File: config.mk
export PLATFORM = sky130hd
export DESIGN_NAME = k_way_merge_engine_core_flat
export DESIGN_NICKNAME = d
export VERILOG_FILES = /design/src/hw/rtl/kwm_pkg.sv /design/src/hw/rtl/kwm_if.sv /design/src/hw/rtl/kwm_select.sv /design/src/hw/rtl/k_way_merge_engine_core.sv /design/src/flat_wrapper.sv
export SDC_FILE = /design/constraint.sdc
export NUM_CORES = 2
export LEC_CHECK = 0
export BUFFER_PORTS_ARGS = -buffer_cell sky130_fd_sc_hd__buf_4
export CAP_MARGIN = 20
export CORE_ASPECT_RATIO = 2
export CORE_MARGIN = 2
export CORE_UTILIZATION = 25
export DETAILED_ROUTE_END_ITERATION = 6
export REMOVE_ABC_BUFFERS = 1
export SLEW_MARGIN = 20
export SYNTH_ARGS = -nofsm -noshare
export SYNTH_HDL_FRONTEND = slang
export SYNTH_SLANG_ARGS = --single-unit
File: constraint.sdc
create_clock -name i_clk -period 18 [get_ports i_clk]
set_input_delay 3.6 -clock i_clk [delete_from_list [all_inputs] [get_ports i_clk]]
set_output_delay 3.6 -clock i_clk [all_outputs]
set_load 0.03 [all_outputs]
File: src/hw/rtl/kwm_pkg.sv
`timescale 1ns / 1ps
package kwm_pkg;
    localparam int LANES = 8;
    localparam int LANE_W = 3;
    localparam int CNT_W = 4;
    localparam int VAL_W = 32;
    localparam logic [CNT_W-1:0] LANES_RESET = 4'd8;
    localparam logic KIND_VALUE = 1'b0;
    localparam logic KIND_EXHAUST = 1'b1;

    typedef struct packed {
        logic                 kind;
        logic [LANE_W-1:0]    lane;
        logic [VAL_W-1:0]     value;
    } t_in_word;

    typedef struct packed {
        logic [VAL_W-1:0]     value_res;
        logic [LANE_W-1:0]    lane_res;
        logic                 done_res;
    } t_out_word;

    // Maps a float bit pattern to an unsigned key in numeric order, zeros equal.
    function automatic logic [VAL_W-1:0] order_key(input logic [VAL_W-1:0] bits);
        logic [VAL_W-1:0] k;
        if (bits[VAL_W-2:0] == '0) begin
            k = {1'b1, {(VAL_W-1){1'b0}}};
        end else if (bits[VAL_W-1]) begin
            k = ~bits;
        end else begin
            k = bits | {1'b1, {(VAL_W-1){1'b0}}};
        end
        return k;
    endfunction
endpackage

File: src/hw/rtl/kwm_if.sv
`timescale 1ns / 1ps
interface kwm_in_if;
    import kwm_pkg::*;
    logic     valid;
    logic     ready;
    t_in_word data;
    modport source (output valid, output data, input ready);
    modport sink (input valid, input data, output ready);
endinterface

interface kwm_out_if;
    import kwm_pkg::*;
    logic      valid;
    logic      ready;
    t_out_word data;
    modport source (output valid, output data, input ready);
    modport sink (input valid, input data, output ready);
endinterface

interface kwm_cfg_if;
    import kwm_pkg::*;
    logic             valid;
    logic             ready;
    logic [CNT_W-1:0] data;
    modport source (output valid, output data, input ready);
    modport sink (input valid, input data, output ready);
endinterface

File: src/hw/rtl/kwm_select.sv
`timescale 1ns / 1ps
// Picks the smallest present head among live lanes; lowest lane wins ties.
module kwm_select (
    input  logic [kwm_pkg::LANES-1:0][kwm_pkg::VAL_W-1:0] i_head,
    input  logic [kwm_pkg::LANES-1:0]                     i_present,
    output logic [kwm_pkg::LANE_W-1:0]                    o_best
);
    import kwm_pkg::*;
    logic [VAL_W-1:0]  t_key  [LANES];
    logic              t_have [LANES];
    logic [LANE_W-1:0] t_lane [LANES];

    // Pairwise compare tree over the lanes, log2(LANES) compares deep. The
    // right side of a pair wins only when strictly smaller, so ties keep the
    // lower lane.
    always_comb begin
        for (int i = 0; i < LANES; i++) begin
            t_key[i]  = order_key(i_head[i]);
            t_have[i] = i_present[i];
            t_lane[i] = LANE_W'(i);
        end
        for (int step = 1; step < LANES; step = step * 2) begin
            for (int i = 0; i + step < LANES; i = i + 2 * step) begin
                if (t_have[i + step] && (!t_have[i] || t_key[i + step] < t_key[i])) begin
                    t_have[i] = 1'b1;
                    t_key[i]  = t_key[i + step];
                    t_lane[i] = t_lane[i + step];
                end
            end
        end
        o_best = t_lane[0];
    end
endmodule

File: src/hw/rtl/k_way_merge_engine_core.sv
`timescale 1ns / 1ps
// Merges up to eight ascending float streams. Each input word either loads
// a lane head, marks the lane exhausted or is ignored. It is absorbed when
// accepted, and at most one output word follows in the next cycle. One input
// word is taken every cycle; the only stall is a full output register that
// is not being drained. After every lane is exhausted the feeder keeps
// sending words (such as repeated exhaust marks) until the done word appears.
module k_way_merge_engine_core (
    input  logic          i_clk,
    input  logic          i_rst_n,
    kwm_in_if.sink        in_ch,
    kwm_out_if.source     out_ch,
    kwm_cfg_if.sink       cfg_ch
);
    import kwm_pkg::*;

    logic [LANES-1:0][VAL_W-1:0] r_head;
    logic [LANES-1:0][VAL_W-1:0] n_head;
    logic [LANES-1:0]            r_present, n_present;
    logic [LANES-1:0]            held;
    logic [LANES-1:0]            r_exh, n_exh;
    logic                        r_finished, n_finished;
    logic [CNT_W-1:0]            r_lanes;
    logic                        r_out_valid;
    t_out_word                   r_out;
    logic [LANES-1:0]            live;
    logic [LANE_W-1:0]           best;
    logic                        accept, all_ready, any_head, emit, load;
    t_out_word                   n_out;

    assign in_ch.ready  = !r_out_valid || out_ch.ready;
    assign accept       = in_ch.valid && in_ch.ready;
    assign cfg_ch.ready = 1'b1;
    assign out_ch.valid = r_out_valid;
    assign out_ch.data  = r_out;

    // Lanes at or above the count are treated as exhausted.
    always_comb begin
        for (int i = 0; i < LANES; i++) begin
            live[i] = (CNT_W'(i) < r_lanes);
        end
    end

    // Absorb the input word into the head state.
    always_comb begin
        held  = r_present;
        n_exh = r_exh;
        load  = 1'b0;
        if (live[in_ch.data.lane]) begin
            if (in_ch.data.kind == KIND_EXHAUST) begin
                n_exh[in_ch.data.lane] = 1'b1;
            end else if (!r_present[in_ch.data.lane] && !r_exh[in_ch.data.lane]) begin
                held[in_ch.data.lane] = 1'b1;
                load                  = 1'b1;
            end
        end
    end

    // Head values as seen after the word is absorbed.
    always_comb begin
        n_head = r_head;
        if (load) begin
            n_head[in_ch.data.lane] = in_ch.data.value;
        end
    end

    kwm_select u_select (
        .i_head    (n_head),
        .i_present (held & live),
        .o_best    (best)
    );

    // Decide whether this word causes an output.
    always_comb begin
        any_head   = |(held & live);
        all_ready  = &(held | n_exh | ~live);
        emit       = !r_finished && all_ready;
        n_finished = r_finished;
        n_present  = held;
        n_out      = '0;
        if (any_head) begin
            n_out.value_res = n_head[best];
            n_out.lane_res  = best;
            if (emit) begin
                n_present[best] = 1'b0;
            end
        end else begin
            n_out.done_res = 1'b1;
            n_finished     = 1'b1;
        end
    end

    always_ff @(posedge i_clk) begin
        if (!i_rst_n) begin
            r_present   <= '0;
            r_exh       <= '0;
            r_finished  <= 1'b0;
            r_lanes     <= LANES_RESET;
            r_out_valid <= 1'b0;
        end else begin
            if (cfg_ch.valid && cfg_ch.ready) begin
                r_lanes <= cfg_ch.data;
            end
            if (accept && emit) begin
                r_out_valid <= 1'b1;
            end else if (out_ch.ready) begin
                r_out_valid <= 1'b0;
            end
            if (accept && !r_finished) begin
                r_exh     <= n_exh;
                r_present <= n_present;
                if (emit) begin
                    r_finished <= n_finished;
                end
            end
        end
    end

    // Head values carry no reset.
    always_ff @(posedge i_clk) begin
        if (accept && load) begin
            r_head[in_ch.data.lane] <= in_ch.data.value;
        end
        if (accept && emit) begin
            r_out <= n_out;
        end
    end
endmodule

File: src/flat_wrapper.sv
// flat-port wrapper written by rule: the top's interface ports become plain ports
module k_way_merge_engine_core_flat import kwm_pkg::*;
  (i_clk, i_rst_n, in_ch_valid, in_ch_data, in_ch_ready, out_ch_valid, out_ch_data, out_ch_ready, cfg_ch_valid, cfg_ch_data, cfg_ch_ready);
  kwm_in_if in_ch_i ();
  kwm_out_if out_ch_i ();
  kwm_cfg_if cfg_ch_i ();
  input  logic i_clk;
  input  logic i_rst_n;
  input wire logic [$bits(in_ch_i.valid)-1:0] in_ch_valid;
  input wire logic [$bits(in_ch_i.data)-1:0] in_ch_data;
  output wire logic [$bits(in_ch_i.ready)-1:0] in_ch_ready;
  output wire logic [$bits(out_ch_i.valid)-1:0] out_ch_valid;
  output wire logic [$bits(out_ch_i.data)-1:0] out_ch_data;
  input wire logic [$bits(out_ch_i.ready)-1:0] out_ch_ready;
  input wire logic [$bits(cfg_ch_i.valid)-1:0] cfg_ch_valid;
  input wire logic [$bits(cfg_ch_i.data)-1:0] cfg_ch_data;
  output wire logic [$bits(cfg_ch_i.ready)-1:0] cfg_ch_ready;
  assign in_ch_i.valid = in_ch_valid;
  assign in_ch_i.data = in_ch_data;
  assign in_ch_ready = in_ch_i.ready;
  assign out_ch_valid = out_ch_i.valid;
  assign out_ch_data = out_ch_i.data;
  assign out_ch_i.ready = out_ch_ready;
  assign cfg_ch_i.valid = cfg_ch_valid;
  assign cfg_ch_i.data = cfg_ch_data;
  assign cfg_ch_ready = cfg_ch_i.ready;
  k_way_merge_engine_core u_core (.i_clk(i_clk), .i_rst_n(i_rst_n), .in_ch(in_ch_i), .out_ch(out_ch_i), .cfg_ch(cfg_ch_i));
endmodule
# [Word level (Yosys, flattened, before mapping)]
# Cells that the tools add are included.
[totals] ff_bits=314 inputBits=45 output_inout_bits=39
[classes] order_cmp=19 mux=64 bitwise=17 n_reduce_logical=46
[op_table] operator="32-bit 2-to-1 mux" n=24
[op_table] operator="256-bit bitwise mux" n=1
[op_table] operator="256-bit 2-to-1 mux" n=1
[op_table] operator="32-bit NOT" n=8
[op_table] operator="31-bit zero test" n=8
[op_table] operator="32-bit less-than comparator" n=7
[op_table] operator="32-bit binary-select mux with 3-bit select" n=1
[op_table] operator="32-bit demux with 3-bit select" n=1
[op_table] operator="8-bit 2-to-1 mux" n=7
[op_table] operator="8-bit bitwise OR" n=4
[op_table] operator="1-bit 2-to-1 mux" n=21
[op_table] operator="8-bit bitwise AND" n=2
[op_table] operator="3-bit by 4-bit less-than comparator with 1-bit output (first input constant)" n=4
[op_table] operator="8-bit NOT" n=2
[op_table] operator="1-bit logical AND" n=15
[op_table] operator="1-bit zero test" n=11
[op_table] operator="1-bit binary-select mux with 3-bit select" n=3
[op_table] operator="3-bit 2-to-1 mux" n=3
[op_table] operator="1-bit logical OR" n=8
[op_table] operator="1-bit by 4-bit less-than comparator with 1-bit output (first input constant)" n=2
[op_table] operator="2-bit by 4-bit less-than comparator with 1-bit output (first input constant)" n=2
[op_table] operator="3-bit by 4-bit less-than comparator with 1-bit output (second input constant)" n=2
[op_table] operator="8-bit AND reduction" n=1
[op_table] operator="8-bit OR reduction" n=1
[op_table] operator="5 further kinds" n=7

# [Depth between registers and ports, before layout]
[depth] ltp_word=31 ltp_mapped=62 depth_no_buf=49

# [Modules after synthesis]
# From an unflattened synthesis, not the netlist that was laid out.
[hier_totals] hier_cells=3583 area_unflattened_um2=30279.0
[by_module_without_submodules] module="k_way_merge_engine_core" n_inst=1 cells_per_inst=1861 area_per_inst_um2=18776.8
[by_module_without_submodules] module="kwm_select" n_inst=1 cells_per_inst=1722 area_per_inst_um2=11502.3

# [Least setup slack after synthesis]
# No wires, ideal clock.
[synth_timing] path_kind="input to register" startpoint="in in_ch_data[33]" endpoint="reg u_core.r_head[0] in the netlist's numbering (enable)" setup_ps=878 arrival_ps=16403 slack_ps=719 stages=11 path_buffers=6 cell_sequence="buf_4 > nand3_1 > o22ai_2 > nor4_4 > nand3_1 > clkbuf_1 > clkbuf_1 > buf_1 > buf_1 > clkbuf_1 > nor2_1"
[synth_via] elab_chain_len=8 word_cells_on_any_way=13 cone_classes="mux: 9; reduce/logical: 4"
[synth_rtl] item="start: declaration" line="flat_wrapper.sv:10" text="input wire logic [$bits(in_ch_i.data)-1:0] in_ch_data;"
[synth_rtl] item="1-bit binary-select mux with 3-bit select" line="k_way_merge_engine_core.sv:52" text="end else if (!r_present[in_ch.data.lane] && !r_exh[in_ch.data.lane]) begin"
[synth_rtl] item="1-bit 2-to-1 mux (implied by the code)" line="k_way_merge_engine_core.sv:52"
[synth_rtl] item="1-bit zero test" line="k_way_merge_engine_core.sv:52"
[synth_rtl] item="1-bit logical AND" line="k_way_merge_engine_core.sv:52"
[synth_rtl] item="1-bit 2-to-1 mux" line="k_way_merge_engine_core.sv:52"
[synth_rtl] item="1-bit 2-to-1 mux" line="k_way_merge_engine_core.sv:50" text="if (in_ch.data.kind == KIND_EXHAUST) begin"
[synth_rtl] item="1-bit 2-to-1 mux *" line="k_way_merge_engine_core.sv:49" text="if (live[in_ch.data.lane]) begin"
[synth_rtl] item="1-bit logical AND *" line="k_way_merge_engine_core.sv:121" text="if (accept && load) begin"
[synth_rtl] item="end signal: indexed assignment" line="k_way_merge_engine_core.sv:122" text="r_head[in_ch.data.lane] <= in_ch.data.value;"
[synth_rtl] item="end: declaration" line="k_way_merge_engine_core.sv:17" text="logic [LANES-1:0][VAL_W-1:0] r_head;"
# Every way passes the cells marked *; elsewhere a longest branch is shown, timed or not. The select of a mux whose other input is x is not followed.
# A chain may end at the register's enable or synchronous reset.

# [Final worst setup path]
[layout_timing] startpoint="in in_ch_data[32]" endpoint="reg u_core.r_out (netlist bit u_core.out_ch.data[26]) (data pin)"
[layout_via] elab_chain_len=25 word_cells_on_any_way=108 cone_classes="order compare: 9; mux: 55; bitwise: 10; reduce/logical: 34"
[layout_rtl] item="parallel branches: the longest is 25 deep, another holds 32-bit less-than comparator"
[layout_rtl] item="end signal: assignment" line="k_way_merge_engine_core.sv:125" text="r_out <= n_out;"
[layout_rtl] item="end: declaration" line="k_way_merge_engine_core.sv:25" text="t_out_word r_out;"
# Several ways; the timed one is not identified. The select of a mux whose other input is x is not followed.

==> flow_summary.yaml <==
sta:
  timing.final.setup_violations: 0
  fin_crit_sh_pct: 93.7
  max_slew.worst_pin.slew_ns: 1.16
  period_needed_ns: 16.86
  timing.fmax_ghz: 0.0593
  finalHoldWorstSlack_ns: 0.472
  finalMaxSlewViolations: 0
  post_route_skew_ns: 0.0367
  summed_negative_setup_slack_over_all_endpoints_ns: 0
  timing_hold_violations_final: 0
  grt_setup_unrepaired: "no"
  maxSlewHeadroom_pct: 21.7
floorplan:
  floorplan.io_pins: 84
  placeableCoreArea_um2: 127000
  die_w_um: 257
  num_rows: 185
  die_height_um: 511
  fp.dieArea_um2: 131000
  start_util_pct: 25.2
layout:
  filler_cell_count: 13600
  area_growth_pct: 15.7
  layout.cells.most_common_list: "sky130_fd_sc_hd__nand2_1 (760), sky130_fd_sc_hd__nor2_1 (372), sky130_fd_sc_hd__mux2i_1 (325), sky130_fd_sc_hd__buf_4 (303), sky130_fd_sc_hd__edfxtp_1 (292)"
  finalNonFillerCells: 5757
  layout.core_utilization_pct: 29.2
  final_common_cell: "sky130_fd_sc_hd__nand2_1"
  total_nets_final: 4306
  final_layout_size_suffix_gt1_share_pct: 14.6
min_path:
  min_delay_worst_endpoint: "u_core.r_exh[4]"
  holdPathStages: 1
  hold_start: "u_core.r_exh[4]"
  worstHoldPathType: "flip-flop to flip-flop"
critical_path:
  cp.required_ns: 18.40
  r2r_slack_ns: 3.54
  cp_slowest_cell: "sky130_fd_sc_hd__o21ai_0"
  worst-path-max-fanout: 69
  r2r_end: "u_core.out_ch.data[26]"
  crit_family: "compound AO/OA/AOI/OAI gates"
  timing.critical_path.mode_cell: "sky130_fd_sc_hd__buf_4"
  crit-reg2reg-launch: "u_core.r_head[47]"
  crit_path_max_incr_delay_ns: 0.80
  cp.buffers_inverters: 13
  timing_worst_setup_path_type: "input port to flip-flop"
  r2r_cells: 51
  endpoint_kind: "flip-flop"
  crit_cells: 53
  cp_data_arrival_time_ns: 17.26
  setup.worst_path.start_class: "input port"
clock_tree:
  cts_hold_repair.buffers: 0
  total_setup_buffers_inserted_after_cts: 0
  numClockSinks: 314
  clock_tree_from_tritoncts: "yes"
  clk_transition_reported_paths_ns: 0.09
  numCtsBuffers: 28
  root_buffer_master: "sky130_fd_sc_hd__clkbuf_16"
  post_cts.resized_instances: 0
  clk_latency_ns: 0.65
  ctsHtreeMaxLevel: 1
  clockBufferDepth: 3
power:
  vdd_drop_max_v: 0.0000970
  total_leakage_power_nw: 15.4
  pwr_density_cell_nw_per_um2: 87.4
yosys:
  syn_avg_cell_area_um2: 8.06
  postSynthCellCount: 3981
  synth_top_cell_area_share_pct: 27.3
  synthArstFlopShare_pct: 0
  netlist_top_cells_area: "sky130_fd_sc_hd__edfxtp_1 (27%), sky130_fd_sc_hd__mux2i_1 (11%), sky130_fd_sc_hd__nand2_1 (8.9%), sky130_fd_sc_hd__ha_1 (8.5%), sky130_fd_sc_hd__xnor2_1 (4.7%)"
  synth-warning-count: 0
  netlist-cell-type-count: 91
  cell_taking_the_most_area_after_synthesis: "sky130_fd_sc_hd__edfxtp_1"
  postSynthRegisterBits: 314
  synth_edf_count: 292
  seq_area_frac_synth_pct: 28.7
  synthesis.area_um2: 32100
  postSynth.topFlopCell: "sky130_fd_sc_hd__edfxtp_1"
route:
  drt_pre_antenna_iters: 6
  routedWlPerCell_um: 30.4
  first_iter_violations: 3376
  remaining_design_rule_violation_count: 0
  routed_wirelength_um: 175000
  overall_via_count_from_detail_route: 32800
  routed_via_density: 5.70
  drt.antenna.violating_nets: 0
status:
  outcome: "finished clean"
placed_design:
  globalplace.congestion: 1.08
  detailedPlacementHpwl_um: 135000
  place.detailed.instances: 5694
  portBuffers: 82
grt:
  grt_antenna_before_repair: 8
  grt_overflow_total: 0
  grt_pass1_vias: 31800
  grt_first_pass_wirelength_um: 242000
  grt.total_usage_pct: 26.0
  grt_start_max_net_pins: 131
run:
  max_cap_viol_count: 0
[state kept, by name, indices dropped and copies added, names as in the netlist]
register	cells
u_core.r_head	256
u_core.out_ch.valid	1
u_core.r_lanes	4
u_core.r_present	8
u_core.out_ch.data	36
u_core.r_exh	8
u_core.r_finished	1
[layer usage]
metal  track usage [%]  routed length [µm]
met1              25.5               55700
met2              45.2               83900
met3              4.23               11700
met4              27.4               23400
met5                 0                  36
[report_power, final]
part | switching (mW) | total [mW] | internal [mW]
Combinational | 1.05 | 1.66 | 0.610
Sequential | 0.0474 | 0.893 | 0.845
Clock | 0.340 | 0.692 | 0.352
Total | 1.44 | 3.24 | 1.81
[cells in the mapped netlist (16+ instances only)]
cell type	n
sky130_fd_sc_hd__nand2_1	762
sky130_fd_sc_hd__nor2_1	376
sky130_fd_sc_hd__mux2i_1	337
sky130_fd_sc_hd__edfxtp_1	292
sky130_fd_sc_hd__a21oi_1	232
sky130_fd_sc_hd__ha_1	217
sky130_fd_sc_hd__clkbuf_1	205
sky130_fd_sc_hd__xnor2_1	172
sky130_fd_sc_hd__nor3_1	143
sky130_fd_sc_hd__o21ai_0	136
sky130_fd_sc_hd__inv_1	123
sky130_fd_sc_hd__nor4_1	88
sky130_fd_sc_hd__xor2_1	82
sky130_fd_sc_hd__a31oi_1	80
sky130_fd_sc_hd__mux2_2	72
sky130_fd_sc_hd__a31o_2	61
sky130_fd_sc_hd__nand4_1	59
sky130_fd_sc_hd__a211oi_1	56
sky130_fd_sc_hd__nand3_1	50
sky130_fd_sc_hd__o21a_1	49
sky130_fd_sc_hd__buf_1	44
sky130_fd_sc_hd__buf_2	29
sky130_fd_sc_hd__a21o_1	28
sky130_fd_sc_hd__dfxtp_1	22
sky130_fd_sc_hd__o211ai_1	18
sky130_fd_sc_hd__or4_1	17
sky130_fd_sc_hd__nor2b_1	16
[area by class of cell]
type / instances / area (µm²) / share of cell area, %
clock inverters: 18 / 156 / 0.421
multi-input cells: 3241 / 21500 / 57.9
diodes: 8 / 20.0 / 0.0540
flip-flops and latches: 314 / 9210 / 24.8
well taps: 1683 / 2110 / 5.67
repair buffers: 333 / 2830 / 7.62
inverters: 126 / 475 / 1.28
clock buffers: 34 / 808 / 2.18
[worst max-delay path by stage]
stage	from	endpoint	slack [ns]
floorplan	in_ch_data[33]	u_core.out_ch.data[29]	-11.62
global placement	in_ch_data[33]	u_core.out_ch.data[10]	0.76
detailed placement	in_ch_data[32]	u_core.out_ch.data[10]	0.98
CTS	in_ch_data[32]	u_core.out_ch.data[10]	1.60
global route	in_ch_data[32]	u_core.out_ch.data[26]	0.66
finish	in_ch_data[32]	u_core.out_ch.data[26]	1.14
[per-stage QoR]
step	instance area [µm²]	setup WS, ns	power [mW]
finish	37100	1.14	3.24
global route	37100	0.656	3.37
CTS	37000	1.60	3.19
detailed placement	36000	0.979	2.51
global placement	36000	0.758	2.50
floorplan	30800	-11.62	1.87
[kinds of logic after synthesis]
family / share of synthesized area, %
DFF: 28.7
other: 0.0117
AOI/OAI and AO/OA: 15.8
and+or+nand+nor: 21.4
xor gates and xnor gates: 6.94
buffers and inverters: 5.47
adders and majority gates: 8.47
muxes: 13.1
Power figures use the tool's default switching activity.
